<file path="src/hdl/hhf_pkg.sv">
// Shared types, constants and lookup functions of the hop-by-hop header filter.
// Used by every module of the block; depends on nothing else.
package hhf_pkg;

    localparam int LEN_W         = 16;
    localparam int NUM_NAMES     = 11;
    localparam int NAME_IDX_W    = 4;
    localparam int NAME_POS_W    = 5;
    localparam int TAIL_IDX_W    = 6;
    localparam int TAIL_HEAD_LEN = 16;
    localparam int TAIL_REST_LEN = 23;
    localparam int TAIL_BASE_LEN = TAIL_HEAD_LEN + TAIL_REST_LEN;
    localparam int BCD_W         = 20;
    localparam int CONV_STEPS    = 16;

    localparam logic [LEN_W-1:0] LEN_MAX    = '1;
    localparam logic [15:0]      HEADROOM   = 16'd64;
    localparam logic [15:0]      PORT_RESET = 16'd5173;
    localparam logic [15:0]      BUF_RESET  = 16'd16384;
    localparam logic [7:0]       CHAR_CR    = 8'h0d;
    localparam logic [7:0]       CHAR_LF    = 8'h0a;
    localparam logic [7:0]       CHAR_ZERO  = 8'h30;

    localparam logic [8*TAIL_HEAD_LEN-1:0] TAIL_HEAD = {
        "Host: ", 8'h31, 8'h32, 8'h37, 8'h2e, 8'h30, 8'h2e, 8'h30, 8'h2e, 8'h31, ":"
    };
    localparam logic [8*TAIL_REST_LEN-1:0] TAIL_REST = {
        CHAR_CR, CHAR_LF, "Connection: close", CHAR_CR, CHAR_LF, CHAR_CR, CHAR_LF
    };

    typedef enum logic [2:0] {
        VERDICT_FORWARD = 3'd0,
        VERDICT_HOP     = 3'd1,
        VERDICT_NO_ROOM = 3'd2,
        VERDICT_REQUEST = 3'd3,
        VERDICT_SMUGGLE = 3'd4,
        VERDICT_BLANK   = 3'd5
    } verdict_t;

    typedef enum logic {
        KIND_VERDICT = 1'b0,
        KIND_TAIL    = 1'b1
    } kind_t;

    typedef enum logic {
        CFG_PORT_NUMBER = 1'b0,
        CFG_BUFFER_SIZE = 1'b1
    } cfg_reg_t;

    typedef struct packed {
        kind_t            kind;
        verdict_t         verdict;
        logic [LEN_W-1:0] line_length;
        logic [7:0]       tail_byte;
        logic [LEN_W-1:0] total_length;
        logic             last;
    } result_t;

    typedef struct packed {
        logic             start;
        logic [LEN_W-1:0] out_count;
    } tail_req_t;

    function automatic logic [7:0] to_lower(input logic [7:0] c);
        return (c >= 8'h41 && c <= 8'h5a) ? c + 8'd32 : c;
    endfunction

    function automatic logic [NAME_POS_W-1:0] name_len(input logic [NAME_IDX_W-1:0] k);
        logic [NAME_POS_W-1:0] len;
        unique case (k)
            4'd0:    len = 5'd5;
            4'd1:    len = 5'd11;
            4'd2:    len = 5'd18;
            4'd3:    len = 5'd3;
            4'd4:    len = 5'd11;
            4'd5:    len = 5'd17;
            4'd6:    len = 5'd19;
            4'd7:    len = 5'd20;
            4'd8:    len = 5'd8;
            4'd9:    len = 5'd8;
            4'd10:   len = 5'd7;
            default: len = 5'd0;
        endcase
        return len;
    endfunction

    // Names are kept in lower case, right-justified: the last character sits lowest.
    function automatic logic [159:0] name_row(input logic [NAME_IDX_W-1:0] k);
        logic [159:0] row;
        unique case (k)
            4'd0:    row = 160'("host:");
            4'd1:    row = 160'("connection:");
            4'd2:    row = 160'("transfer-encoding:");
            4'd3:    row = 160'("te:");
            4'd4:    row = 160'("keep-alive:");
            4'd5:    row = 160'("proxy-connection:");
            4'd6:    row = 160'("proxy-authenticate:");
            4'd7:    row = 160'("proxy-authorization:");
            4'd8:    row = 160'("upgrade:");
            4'd9:    row = 160'("trailer:");
            4'd10:   row = 160'("expect:");
            default: row = '0;
        endcase
        return row;
    endfunction

    function automatic logic [7:0] name_char(input logic [NAME_IDX_W-1:0] k,
                                             input logic [NAME_POS_W-1:0] pos);
        logic [159:0]          row;
        logic [NAME_POS_W-1:0] len;
        row = name_row(k);
        len = name_len(k);
        if (pos < len) begin
            return row[(int'(len) - 1 - int'(pos)) * 8 +: 8];
        end
        return 8'h00;
    endfunction

    function automatic logic [7:0] tail_head_char(input logic [3:0] i);
        return TAIL_HEAD[(TAIL_HEAD_LEN - 1 - int'(i)) * 8 +: 8];
    endfunction

    function automatic logic [7:0] tail_rest_char(input logic [4:0] i);
        if (int'(i) < TAIL_REST_LEN) begin
            return TAIL_REST[(TAIL_REST_LEN - 1 - int'(i)) * 8 +: 8];
        end
        return 8'h00;
    endfunction

endpackage

</file>
<file path="src/hdl/hhf_port_bcd.sv">
// Serial binary to decimal converter for the upstream port number.
// Uses hhf_pkg; restarts on reset and on every write of the port register.
module hhf_port_bcd (
    input  logic                       aclk,
    input  logic                       aresetn,
    input  logic                       load,
    input  logic [15:0]                value,
    output logic                       ready,
    output logic [hhf_pkg::BCD_W-1:0]  bcd
);

    logic                      busy_reg, busy_next;
    logic [3:0]                step_reg, step_next;
    logic [15:0]               bin_reg, bin_next;
    logic [hhf_pkg::BCD_W-1:0] bcd_reg, bcd_next;
    logic [hhf_pkg::BCD_W-1:0] adj;

    always_comb begin
        for (int d = 0; d < hhf_pkg::BCD_W / 4; d++) begin
            adj[4*d +: 4] = (bcd_reg[4*d +: 4] >= 4'd5) ? bcd_reg[4*d +: 4] + 4'd3
                                                         : bcd_reg[4*d +: 4];
        end
    end

    always_comb begin
        busy_next = busy_reg;
        step_next = step_reg;
        bin_next  = bin_reg;
        bcd_next  = bcd_reg;
        if (load) begin
            busy_next = 1'b1;
            step_next = '0;
            bin_next  = value;
            bcd_next  = '0;
        end else if (busy_reg) begin
            bcd_next  = {adj[hhf_pkg::BCD_W-2:0], bin_reg[15]};
            bin_next  = {bin_reg[14:0], 1'b0};
            step_next = step_reg + 4'd1;
            if (step_reg == 4'(hhf_pkg::CONV_STEPS - 1)) begin
                busy_next = 1'b0;
            end
        end
    end

    always_ff @(posedge aclk) begin
        if (!aresetn) begin
            busy_reg <= 1'b1;
            step_reg <= '0;
            bin_reg  <= hhf_pkg::PORT_RESET;
            bcd_reg  <= '0;
        end else begin
            busy_reg <= busy_next;
            step_reg <= step_next;
            bin_reg  <= bin_next;
            bcd_reg  <= bcd_next;
        end
    end

    assign ready = !busy_reg;
    assign bcd   = bcd_reg;

endmodule

</file>
<file path="src/hdl/hhf_line_filter.sv">
// Per-byte line state and verdict logic of the header filter.
// Uses hhf_pkg; the caller registers the incoming item and the produced result.
module hhf_line_filter (
    input  logic               aclk,
    input  logic               aresetn,
    input  logic               item_fire,
    input  logic [7:0]         data_byte,
    input  logic               item_last,
    input  logic [15:0]        buffer_size,
    output logic               res_valid,
    output hhf_pkg::result_t   res,
    output hhf_pkg::tail_req_t tail_req
);

    logic                                in_req_reg, in_req_next;
    logic [hhf_pkg::LEN_W-1:0]           lc_reg, lc_next;
    logic [hhf_pkg::NUM_NAMES-1:0]       alive_reg, alive_next;
    logic                                matched_reg, matched_next;
    logic [1:0]                          cr_hist_reg, cr_hist_next;
    logic                                cr_emb_reg, cr_emb_next;
    logic                                first_cr_reg, first_cr_next;
    logic [hhf_pkg::LEN_W-1:0]           oc_reg, oc_next;
    logic                                stopped_reg, stopped_next;

    logic                                ends;
    logic                                is_cr;
    logic [7:0]                          byte_lc;
    logic [hhf_pkg::LEN_W-1:0]           lc_inc;
    logic [hhf_pkg::NUM_NAMES-1:0]       alive_tb;
    logic                                matched_tb;
    logic                                first_cr_tb;
    logic                                cr_emb_tb;
    logic [hhf_pkg::LEN_W:0]             oc_sum;
    logic [hhf_pkg::LEN_W-1:0]           oc_fwd;
    logic                                room;
    hhf_pkg::verdict_t                   line_verdict;

    assign is_cr   = (data_byte == hhf_pkg::CHAR_CR);
    assign ends    = (data_byte == hhf_pkg::CHAR_LF) || item_last;
    assign byte_lc = hhf_pkg::to_lower(data_byte);
    assign lc_inc  = (lc_reg == hhf_pkg::LEN_MAX) ? lc_reg : lc_reg + 1'b1;

    always_comb begin
        logic [hhf_pkg::NAME_POS_W-1:0] len;
        logic                           active;
        logic                           hit;
        alive_tb   = alive_reg;
        matched_tb = matched_reg;
        for (int k = 0; k < hhf_pkg::NUM_NAMES; k++) begin
            len    = hhf_pkg::name_len(hhf_pkg::NAME_IDX_W'(k));
            active = alive_reg[k] && (lc_reg < hhf_pkg::LEN_W'(len));
            hit    = byte_lc == hhf_pkg::name_char(hhf_pkg::NAME_IDX_W'(k),
                                                   lc_reg[hhf_pkg::NAME_POS_W-1:0]);
            if (active && !hit) begin
                alive_tb[k] = 1'b0;
            end
            if (active && hit && (lc_reg == hhf_pkg::LEN_W'(len - 1'b1))) begin
                matched_tb = 1'b1;
            end
        end
    end

    assign first_cr_tb = (lc_reg == '0) ? is_cr : first_cr_reg;
    assign cr_emb_tb   = cr_emb_reg | cr_hist_reg[1];

    assign oc_sum = {1'b0, oc_reg} + {1'b0, lc_inc};
    assign oc_fwd = oc_sum[hhf_pkg::LEN_W] ? hhf_pkg::LEN_MAX : oc_sum[hhf_pkg::LEN_W-1:0];
    assign room   = ({2'b00, oc_reg} + {2'b00, lc_inc} + {2'b00, hhf_pkg::HEADROOM})
                    <= {2'b00, buffer_size};

    always_comb begin
        priority if (lc_inc == 16'd1 || (lc_inc == 16'd2 && first_cr_tb)) begin
            line_verdict = hhf_pkg::VERDICT_BLANK;
        end else if (matched_tb) begin
            line_verdict = hhf_pkg::VERDICT_HOP;
        end else if (cr_emb_tb) begin
            line_verdict = hhf_pkg::VERDICT_SMUGGLE;
        end else if (room) begin
            line_verdict = hhf_pkg::VERDICT_FORWARD;
        end else begin
            line_verdict = hhf_pkg::VERDICT_NO_ROOM;
        end
    end

    always_comb begin
        in_req_next   = in_req_reg;
        lc_next       = lc_reg;
        alive_next    = alive_reg;
        matched_next  = matched_reg;
        cr_hist_next  = cr_hist_reg;
        cr_emb_next   = cr_emb_reg;
        first_cr_next = first_cr_reg;
        oc_next       = oc_reg;
        stopped_next  = stopped_reg;
        res_valid     = 1'b0;
        res = '{kind: hhf_pkg::KIND_VERDICT, verdict: hhf_pkg::VERDICT_FORWARD,
                line_length: '0, tail_byte: '0, total_length: oc_reg, last: 1'b0};
        tail_req = '{start: 1'b0, out_count: oc_reg};
        if (item_fire) begin
            if (in_req_reg) begin
                lc_next = lc_inc;
                if (ends) begin
                    res_valid       = 1'b1;
                    res.verdict     = hhf_pkg::VERDICT_REQUEST;
                    res.line_length = lc_inc;
                    in_req_next     = 1'b0;
                    lc_next         = '0;
                end
            end else if (!stopped_reg) begin
                lc_next       = lc_inc;
                alive_next    = alive_tb;
                matched_next  = matched_tb;
                cr_hist_next  = {cr_hist_reg[0], is_cr};
                cr_emb_next   = cr_emb_tb;
                first_cr_next = first_cr_tb;
                if (ends) begin
                    if (line_verdict == hhf_pkg::VERDICT_FORWARD) begin
                        oc_next = oc_fwd;
                    end
                    if (line_verdict == hhf_pkg::VERDICT_BLANK ||
                        line_verdict == hhf_pkg::VERDICT_SMUGGLE) begin
                        stopped_next = 1'b1;
                    end
                    res_valid        = 1'b1;
                    res.verdict      = line_verdict;
                    res.line_length  = lc_inc;
                    res.total_length = oc_next;
                    lc_next          = '0;
                    alive_next       = '1;
                    matched_next     = 1'b0;
                    cr_hist_next     = '0;
                    cr_emb_next      = 1'b0;
                    first_cr_next    = 1'b0;
                end
            end
            if (item_last) begin
                tail_req.start     = 1'b1;
                tail_req.out_count = oc_next;
                in_req_next        = 1'b1;
                lc_next            = '0;
                alive_next         = '1;
                matched_next       = 1'b0;
                cr_hist_next       = '0;
                cr_emb_next        = 1'b0;
                first_cr_next      = 1'b0;
                oc_next            = '0;
                stopped_next       = 1'b0;
            end
        end
    end

    always_ff @(posedge aclk) begin
        if (!aresetn) begin
            in_req_reg   <= 1'b1;
            lc_reg       <= '0;
            alive_reg    <= '1;
            matched_reg  <= 1'b0;
            cr_hist_reg  <= '0;
            cr_emb_reg   <= 1'b0;
            first_cr_reg <= 1'b0;
            oc_reg       <= '0;
            stopped_reg  <= 1'b0;
        end else begin
            in_req_reg   <= in_req_next;
            lc_reg       <= lc_next;
            alive_reg    <= alive_next;
            matched_reg  <= matched_next;
            cr_hist_reg  <= cr_hist_next;
            cr_emb_reg   <= cr_emb_next;
            first_cr_reg <= first_cr_next;
            oc_reg       <= oc_next;
            stopped_reg  <= stopped_next;
        end
    end

endmodule

</file>
<file path="src/hdl/hhf_tail_gen.sv">
// Sequencer that emits the appended Host/Connection tail one byte per result.
// Uses hhf_pkg; takes the port digits from hhf_port_bcd.
module hhf_tail_gen (
    input  logic                       aclk,
    input  logic                       aresetn,
    input  hhf_pkg::tail_req_t         tail_req,
    input  logic                       out_free,
    input  logic                       digits_ready,
    input  logic [hhf_pkg::BCD_W-1:0]  bcd,
    input  logic [15:0]                buffer_size,
    output logic                       busy,
    output logic                       emit,
    output hhf_pkg::result_t           res
);

    logic                               busy_reg, busy_next;
    logic [hhf_pkg::TAIL_IDX_W-1:0]     idx_reg, idx_next;
    logic [hhf_pkg::LEN_W-1:0]          oc_reg, oc_next;

    logic [2:0]                         nd;
    logic [hhf_pkg::TAIL_IDX_W-1:0]     tail_len;
    logic [hhf_pkg::TAIL_IDX_W-1:0]     j;
    logic [2:0]                         sel;
    logic [3:0]                         digit;
    logic [4:0]                         rest_idx;
    logic [7:0]                         char_out;
    logic                               fits;
    logic                               is_last;
    logic [hhf_pkg::LEN_W-1:0]          oc_inc;

    always_comb begin
        priority if (bcd[19:16] != 4'd0) begin
            nd = 3'd5;
        end else if (bcd[15:12] != 4'd0) begin
            nd = 3'd4;
        end else if (bcd[11:8] != 4'd0) begin
            nd = 3'd3;
        end else if (bcd[7:4] != 4'd0) begin
            nd = 3'd2;
        end else begin
            nd = 3'd1;
        end
    end

    assign tail_len = hhf_pkg::TAIL_IDX_W'(hhf_pkg::TAIL_BASE_LEN) + {3'b000, nd};
    assign j        = idx_reg - hhf_pkg::TAIL_IDX_W'(hhf_pkg::TAIL_HEAD_LEN);
    assign sel      = nd - 3'd1 - j[2:0];
    assign rest_idx = 5'(j - {3'b000, nd});

    always_comb begin
        unique case (sel)
            3'd0:    digit = bcd[3:0];
            3'd1:    digit = bcd[7:4];
            3'd2:    digit = bcd[11:8];
            3'd3:    digit = bcd[15:12];
            3'd4:    digit = bcd[19:16];
            default: digit = 4'd0;
        endcase
    end

    always_comb begin
        priority if (idx_reg < hhf_pkg::TAIL_IDX_W'(hhf_pkg::TAIL_HEAD_LEN)) begin
            char_out = hhf_pkg::tail_head_char(idx_reg[3:0]);
        end else if (j < {3'b000, nd}) begin
            char_out = hhf_pkg::CHAR_ZERO + {4'b0000, digit};
        end else begin
            char_out = hhf_pkg::tail_rest_char(rest_idx);
        end
    end

    assign emit    = busy_reg && out_free && digits_ready;
    assign fits    = oc_reg < buffer_size;
    assign oc_inc  = oc_reg + 1'b1;
    assign is_last = !fits || (idx_reg + 1'b1 == tail_len) || (oc_inc == buffer_size);

    always_comb begin
        res = '{kind: hhf_pkg::KIND_TAIL, verdict: hhf_pkg::VERDICT_FORWARD,
                line_length: '0, tail_byte: fits ? char_out : 8'h00,
                total_length: fits ? oc_inc : oc_reg, last: is_last};
    end

    always_comb begin
        busy_next = busy_reg;
        idx_next  = idx_reg;
        oc_next   = oc_reg;
        if (tail_req.start) begin
            busy_next = 1'b1;
            idx_next  = '0;
            oc_next   = tail_req.out_count;
        end else if (emit) begin
            idx_next = idx_reg + 1'b1;
            oc_next  = res.total_length;
            if (is_last) begin
                busy_next = 1'b0;
            end
        end
    end

    always_ff @(posedge aclk) begin
        if (!aresetn) begin
            busy_reg <= 1'b0;
            idx_reg  <= '0;
        end else begin
            busy_reg <= busy_next;
            idx_reg  <= idx_next;
        end
    end

    always_ff @(posedge aclk) begin
        oc_reg <= oc_next;
    end

    assign busy = busy_reg;

endmodule

</file>
<file path="src/hdl/http_hop_header_filter.sv">
// Top level of the hop-by-hop header filter: input and result registers,
// configuration registers, and the line filter, tail sequencer and port converter.
// Each header byte is one item, taken one per cycle through the input and result registers
// unless the tail or the output stalls. A byte that ends a line yields one verdict item;
// the last byte of a block is followed by the appended tail of 40 to 44 items, fewer if
// the buffer runs out, one per cycle while the output and port digits are ready. The
// digits come from a bit-serial converter that restarts on reset or a port write. Input
// ready also follows m_axis_tready in the same cycle when the input register is full.
module http_hop_header_filter (
    input  logic        aclk,
    input  logic        aresetn,
    input  logic        cfg_wr_en,
    input  logic        cfg_wr_index,
    input  logic [15:0] cfg_wr_data,
    input  logic        s_axis_tvalid,
    output logic        s_axis_tready,
    input  logic [7:0]  s_axis_tdata,   // [7:0] data_byte
    input  logic        s_axis_tlast,
    output logic        m_axis_tvalid,
    input  logic        m_axis_tready,
    output logic [47:0] m_axis_tdata,   // [2:0] verdict, [18:3] line_length,
                                        // [26:19] tail_byte, [42:27] total_length
    output logic        m_axis_tuser,   // [0] result_kind
    output logic        m_axis_tlast
);

    logic [15:0]                 port_number_reg, port_number_next;
    logic [15:0]                 buffer_size_reg, buffer_size_next;
    logic                        in_valid_reg, in_valid_next;
    logic [7:0]                  in_data_reg, in_data_next;
    logic                        in_last_reg, in_last_next;
    logic                        m_valid_reg, m_valid_next;
    hhf_pkg::result_t            m_res_reg, m_res_next;

    logic                        out_free;
    logic                        item_fire;
    logic                        s_accept;
    logic                        port_load;
    logic                        res_valid;
    hhf_pkg::result_t            line_res;
    hhf_pkg::tail_req_t          tail_req;
    logic                        tail_busy;
    logic                        tail_emit;
    hhf_pkg::result_t            tail_res;
    logic                        digits_ready;
    logic [hhf_pkg::BCD_W-1:0]   bcd;

    assign out_free      = !m_valid_reg || m_axis_tready;
    assign item_fire     = in_valid_reg && !tail_busy && out_free;
    assign s_axis_tready = !in_valid_reg || item_fire;
    assign s_accept      = s_axis_tvalid && s_axis_tready;

    always_comb begin
        port_number_next = port_number_reg;
        buffer_size_next = buffer_size_reg;
        port_load        = 1'b0;
        if (cfg_wr_en) begin
            unique case (hhf_pkg::cfg_reg_t'(cfg_wr_index))
                hhf_pkg::CFG_PORT_NUMBER: begin
                    port_number_next = cfg_wr_data;
                    port_load        = 1'b1;
                end
                hhf_pkg::CFG_BUFFER_SIZE: begin
                    buffer_size_next = cfg_wr_data;
                end
                default: begin
                end
            endcase
        end
    end

    always_comb begin
        in_valid_next = in_valid_reg;
        in_data_next  = in_data_reg;
        in_last_next  = in_last_reg;
        if (s_accept) begin
            in_valid_next = 1'b1;
            in_data_next  = s_axis_tdata;
            in_last_next  = s_axis_tlast;
        end else if (item_fire) begin
            in_valid_next = 1'b0;
        end
    end

    always_comb begin
        m_valid_next = m_valid_reg;
        m_res_next   = m_res_reg;
        if (tail_emit) begin
            m_valid_next = 1'b1;
            m_res_next   = tail_res;
        end else if (item_fire && res_valid) begin
            m_valid_next = 1'b1;
            m_res_next   = line_res;
        end else if (m_axis_tready) begin
            m_valid_next = 1'b0;
        end
    end

    always_ff @(posedge aclk) begin
        if (!aresetn) begin
            port_number_reg <= hhf_pkg::PORT_RESET;
            buffer_size_reg <= hhf_pkg::BUF_RESET;
            in_valid_reg    <= 1'b0;
            m_valid_reg     <= 1'b0;
        end else begin
            port_number_reg <= port_number_next;
            buffer_size_reg <= buffer_size_next;
            in_valid_reg    <= in_valid_next;
            m_valid_reg     <= m_valid_next;
        end
    end

    always_ff @(posedge aclk) begin
        in_data_reg <= in_data_next;
        in_last_reg <= in_last_next;
        m_res_reg   <= m_res_next;
    end

    hhf_line_filter u_line_filter (
        .aclk        (aclk),
        .aresetn     (aresetn),
        .item_fire   (item_fire),
        .data_byte   (in_data_reg),
        .item_last   (in_last_reg),
        .buffer_size (buffer_size_reg),
        .res_valid   (res_valid),
        .res         (line_res),
        .tail_req    (tail_req)
    );

    hhf_port_bcd u_port_bcd (
        .aclk    (aclk),
        .aresetn (aresetn),
        .load    (port_load),
        .value   (port_number_next),
        .ready   (digits_ready),
        .bcd     (bcd)
    );

    hhf_tail_gen u_tail_gen (
        .aclk         (aclk),
        .aresetn      (aresetn),
        .tail_req     (tail_req),
        .out_free     (out_free),
        .digits_ready (digits_ready),
        .bcd          (bcd),
        .buffer_size  (buffer_size_reg),
        .busy         (tail_busy),
        .emit         (tail_emit),
        .res          (tail_res)
    );

    assign m_axis_tvalid = m_valid_reg;
    assign m_axis_tdata  = {5'b00000, m_res_reg.total_length, m_res_reg.tail_byte,
                            m_res_reg.line_length, m_res_reg.verdict};
    assign m_axis_tuser  = m_res_reg.kind;
    assign m_axis_tlast  = m_res_reg.last;

`ifndef SYNTHESIS
    a_no_item_during_tail: assert property (@(posedge aclk) disable iff (!aresetn)
        item_fire |-> !tail_busy)
        else $error("A header item was processed while the tail was being emitted.");

    a_tail_follows_last: assert property (@(posedge aclk) disable iff (!aresetn)
        (tail_busy && !$past(tail_busy)) |-> $past(item_fire && in_last_reg))
        else $error("The tail started without a final item of a block.");

    a_tail_done_on_last: assert property (@(posedge aclk) disable iff (!aresetn)
        (m_axis_tvalid && m_axis_tready && m_axis_tlast) |-> !tail_busy)
        else $error("The tail sequencer is still running after its final item.");
`endif

endmodule

</file>
<file path="config.mk">
export PLATFORM = sky130hd
export DESIGN_NAME = http_hop_header_filter
export DESIGN_NICKNAME = d
export VERILOG_FILES = /design/src/hdl/hhf_pkg.sv /design/src/hdl/hhf_port_bcd.sv /design/src/hdl/hhf_line_filter.sv /design/src/hdl/hhf_tail_gen.sv /design/src/hdl/http_hop_header_filter.sv
export SDC_FILE = /design/constraint.sdc
export NUM_CORES = 1
export LEC_CHECK = 0
export CORE_ASPECT_RATIO = 1.75
export CORE_MARGIN = 3
export CORE_UTILIZATION = 35
export DETAILED_ROUTE_END_ITERATION = 8
export DONT_BUFFER_PORTS = 1
export PLACE_DENSITY = 0.51
export SETUP_SLACK_MARGIN = 0.2
export SYNTH_ARGS = -nofsm -noshare
export SYNTH_HDL_FRONTEND = slang
export SYNTH_SLANG_ARGS = --single-unit
</file>
<file path="constraint.sdc">
create_clock -name aclk -period 20.2 [get_ports aclk]
set_clock_uncertainty 0.2 [all_clocks]
set_input_delay 6.06 -clock aclk [delete_from_list [all_inputs] [get_ports aclk]]
set_output_delay 6.06 -clock aclk [all_outputs]
set_load 0.03 [all_outputs]
</file>
# After elaboration in Yosys (flattened, before gate mapping)
# Cells that the tools add are included.
# word_totals
reg_bits,202
n_memories,0
latchBits,0
rom_bits,0
out_inout_bits,52
mem_bits_rw,0
# classes
n_mux,149
bitwise_logic,2
div_mod_pow,0
n_eq_ne,37
multipliers,0
reduce_logical,117
n_addsub,30
n_lt_le_gt_ge,30
shift,13
# op_table
operator,count
indexed part select 160 x 32 -> 8 bit (first input constant),11
two-way mux 16 bit,19
two-way mux 8 bit,28
indexed part select 184 x 32 -> 8 bit (first input constant),1
indexed part select 128 x 32 -> 8 bit (first input constant),1
equality test 8 bit,11
two-way mux 19 bit,4
two-way mux 1 bit,71
equality test 16 x 5 -> 1 bit (second input constant),4
< comparator 16 x 5 -> 1 bit (second input constant),4
logical AND 1 bit,52
two-way mux 25 bit,2
equality test 16 x 3 -> 1 bit (second input constant),3
two-way mux 11 bit,4
AND reduction 4 bit,11
nonzero test 3 bit,12
adder 16 x 16 -> 17 bit,2
two-way mux 17 bit,2
adder 16 x 1 -> 16 bit (second input constant),2
equality test 16 x 2 -> 1 bit (second input constant),2
< comparator 16 x 3 -> 1 bit (second input constant),2
< comparator 16 x 4 -> 1 bit (second input constant),2
subtractor 5 x 5 -> 6 bit (first input constant),5
< comparator 5 bit (second input constant),5
other kinds (55),118

# Longest topological paths before layout
# depth
word_depth,29
depth_mapped,30
depth_no_buf,27

# By module
# A second synthesis with hierarchy kept.
# hier_totals
hier_cells,2392
area_unflattened_um2,19925.4
# by_module_without_submodules
mod,area_each_um2,instances,cells_per_inst,seq_area_each_um2
hhf_line_filter,10466.3,1,1437,1001.0
hhf_tail_gen,3590.9,1,443,620.6
http_hop_header_filter,3560.9,1,248,2302.2
hhf_port_bcd,2307.2,1,264,820.8

# Least setup slack after synthesis
# OpenSTA, ideal clock, no wires.
# synth_timing
path_kind,input port to output port
from,in m_axis_tready
to,out s_axis_tready
required_ns,13.940
setup_slack_ns,7.205
path_stages,3
t_arrival_ns,6.735
n_path_buf,0
path_cell_list,nand2b_1 -> nand3b_1 -> nand2_1
# synth_via
elab_chain_len,3
# synth_lines
item,line_no,source
"start, declared",http_hop_header_filter.sv:20,"input logic m_axis_tready,"
logical OR 1 bit,http_hop_header_filter.sv:48,assign out_free = !m_valid_reg || m_axis_tready;
logical AND 1 bit,http_hop_header_filter.sv:49,assign item_fire = in_valid_reg && !tail_busy && out_free;
logical OR 1 bit,http_hop_header_filter.sv:50,assign s_axis_tready = !in_valid_reg || item_fire;
"end, declared",http_hop_header_filter.sv:16,"output logic s_axis_tready,"
# No other way between the ends.

# Final worst setup path
# Same ends and word-level chain as after synthesis.

==> results.py <==
metrics = {
    "synth": {
        "ys.flop_type": "dfxtp_1",
        "synth_most_common_cell": "nand2_1",
        "synth.cell_area_um2": 16800,
        "syn_area_per_cell_um2": 7.56,
        "synth_top_area_cell": "dfxtp_1",
        "synth_top_area_share_pct": 16.3,
        "seq_area_frac_synth_pct": 25.0,
        "synth-edff-count": 49,
        "ys_ff_latch": 185,
        "synth_cell_types": 105,
        "synth_top_cells_by_count": "241 x nand2_1, 181 x nor2_1, 156 x a21oi_1",
        "synth-warning-count": 0,
        "netlist_top_cells_area": "dfxtp_1 16%, edfxtp_1 8.8%, ha_1 7.1%",
        "postSynthCellCount": 2217,
        "async_flop_share_pct": 0,
    },
    "setup_path": {
        "reg2regPathDepth": 24,
        "max_stage_delay_ns": 0.65,
        "path_cells": "nand2b_1 -> nand3b_1 -> nand2_1",
        "critical_path_class": "primary input to primary output",
        "critPathLaunchType": "primary input",
        "path_buf_inv": 0,
        "required_ns": 13.94,
        "cp_data_arrival_time_ns": 7.55,
        "path_max_fanout": 18,
        "crit_family": "simple AND/OR/NAND/NOR gates",
        "crit_path_end_kind": "primary output",
        "crit_cells": 3,
        "crit_slowest_cell": "nand2_1",
    },
    "clock_tree": {
        "tritoncts": "built",
        "clock_path_buffers": 2,
        "h-tree-depth": 4,
        "cts_inserted_buffers": 17,
        "cts_setup_buffers": 0,
        "holdBufCountCts": 0,
        "clk_pin_slew_worst_paths_ns": 0.07,
        "clock_latency_ns": 0.48,
        "cts_resized": 0,
        "clock-sinks": 185,
        "cts_root_buf": "clkbuf_16",
    },
    "layout": {
        "antenna_cells": 0,
        "largest_register_ffs": 42,
        "areaGrowthSynthToFinish_pct": 5.62,
        "drive_gt1_share_pct": 5.97,
        "instances_no_fill": 2715,
        "nNetsFinal": 2242,
        "postLayoutCellArea_um2": 17700,
    },
    "routing": {
        "drtAntennaViolNets": 0,
        "wl_mm": 59.6,
        "drc_errors": 0,
        "detail_route.iter0.violations": 1352,
        "num_vias": 16300,
        "first_pass_iters": 6,
        "detail_route.vias_per_cell": 6.02,
        "wl_per_cell_um": 21.9,
    },
    "timing": {
        "max_slew_margin_pct": 19.0,
        "rsz0062_at_grt": "no",
        "finalHoldViolations": 0,
        "min_period_ns": 13.81,
        "finalSetupTns_ns": 0,
        "max_freq_mhz": 72.4,
        "worst_pin_slew_ns": 1.20,
        "hold_ws_ns": 0.253,
        "drv_slew": 0,
        "period_share_pct": 68.4,
        "finalSetupViolations": 0,
    },
    "worst_hold_path": {
        "hold_depth": 1,
        "hp-class": "flop to flop",
    },
    "pwr": {
        "power_leakage_nw": 6.37,
        "p_seq_share_pct": 45.6,
        "finalPower_w": 0.000893,
        "combPwrFrac_pct": 15.5,
        "switching_share_pct": 31.9,
        "power.switching_w": 0.000285,
        "power.density_nw_per_um2": 50.5,
        "clockPowerShare_pct": 38.8,
        "p_int_w": 0.000608,
        "max-vdd-ir-drop_mv": 0.0588,
    },
    "global_routing": {
        "first_global_vias": 15800,
        "grt_pass1_wl_mm": 91.2,
        "grt_max_degree": 68,
        "antenna_found_initial": 0,
        "gr-total-overflow": 0,
        "gr-usage-all-layers_pct": 23.1,
    },
    "floorplan": {
        "rows": 105,
        "io_pins": 83,
        "die_x_um": 171,
        "core_um2": 47200,
        "fp.dieH_um": 295,
        "dieArea_um2": 50600,
        "initial_utilization_pct": 35.5,
    },
    "outcome": {
        "status": "completed",
    },
    "placed_design": {
        "portBuffers": 0,
        "dp_cells": 2683,
        "dp.final_hpwl_mm": 45.1,
        "place.gp.congestion": 0.891,
        "placed_area_um2": 17100,
    },
    "flow_run": {
        "maxCapViolCount": 0,
    },
}
metal layers:
layer	vias to the layer above	share of wire (%)	GRT usage [%]
met5	-	0	0
met4	0	7.4	16.2
met3	153	4.1	2.66
met2	519	51	42.3
met1	7735	37	24.2
li1	7931	-	-
through the flow:
step	utilization (%)	worst slack [ns]
6_report	37.5	6.39
4_1_cts	37.5	6.44
5_1_grt	37.5	6.35
3_5_place_dp	36.2	6.45
2_1_floorplan	-	7.20
3_3_place_gp	36.2	6.44
cell type report:
| type | instances | area (um^2) |
|---|---|---|
| Clock buffer | 17 | 425 |
| Timing Repair Buffer | 40 | 300 |
| Tap cell | 588 | 736 |
| Sequential cell | 185 | 4200 |
| Multi-Input combinational cell | 1780 | 11500 |
| Inverter | 90 | 338 |
| Fill cell | 4894 | 29500 |
| Clock inverter | 15 | 179 |
power by group through the flow:
stage / Sequential [W] / Clock [W] / Combinational [W]
after floorplan: 0.000412 / 0 / 0.000104
after global placement: 0.000416 / 0 / 0.000135
after detailed placement: 0.000416 / 0 / 0.000137
after CTS: 0.000408 / 0.000356 / 0.000138
after global routing: 0.000409 / 0.000369 / 0.000152
final: 0.000408 / 0.000347 / 0.000139
cell usage in the layout, fill, tap and decap left out, types with 16 or more instances in the layout:
cell type	count
inv_1	87
nor3_1	64
mux2_2	16
nor2_1	181
o21ai_0	131
and3_1	31
or4_1	19
edfxtp_1	49
nand2b_1	40
and2_1	25
nand3_1	82
buf_4	40
a31oi_1	52
nor2b_1	25
dfxtp_1	134
a22oi_1	20
a21oi_1	156
a211oi_1	36
o31ai_1	18
o221ai_1	20
o211ai_1	26
nor4_1	29
nand2_1	241
xnor2_1	98
xor2_1	39
or3_1	16
clkbuf_16	17
ha_1	95
mux2i_1	17
o21a_1	17
a21o_1	26
nand4_1	31
cells by family (layout without fill, tap and decap cells):
logic type / Yosys count / after routing / synth area share, %
simple gates: 851 / 851 / 25.4
compound gates: 651 / 651 / 25.9
buf+inv: 257 / 162 / 6.33
flops: 185 / 185 / 25.0
xor+xnor: 141 / 141 / 7.69
fa+ha+maj: 97 / 97 / 7.33
mux: 34 / 34 / 2.23
other cells: 1 / 6 / 0.0224
final timing paths:
| check | from | to | slack, ns |
|---|---|---|---|
| setup / recovery | m_axis_tready | s_axis_tready | 6.39 |
| hold reg to reg | u_line_filter.alive_reg[6] | u_line_filter.alive_reg[6] | 0.25 |
| hold / removal | u_line_filter.alive_reg[6] | u_line_filter.alive_reg[6] | 0.25 |
| setup reg to reg | u_line_filter.lc_reg[2] | m_axis_tdata[38] | 11.20 |
(Power assumes the default switching activity.)
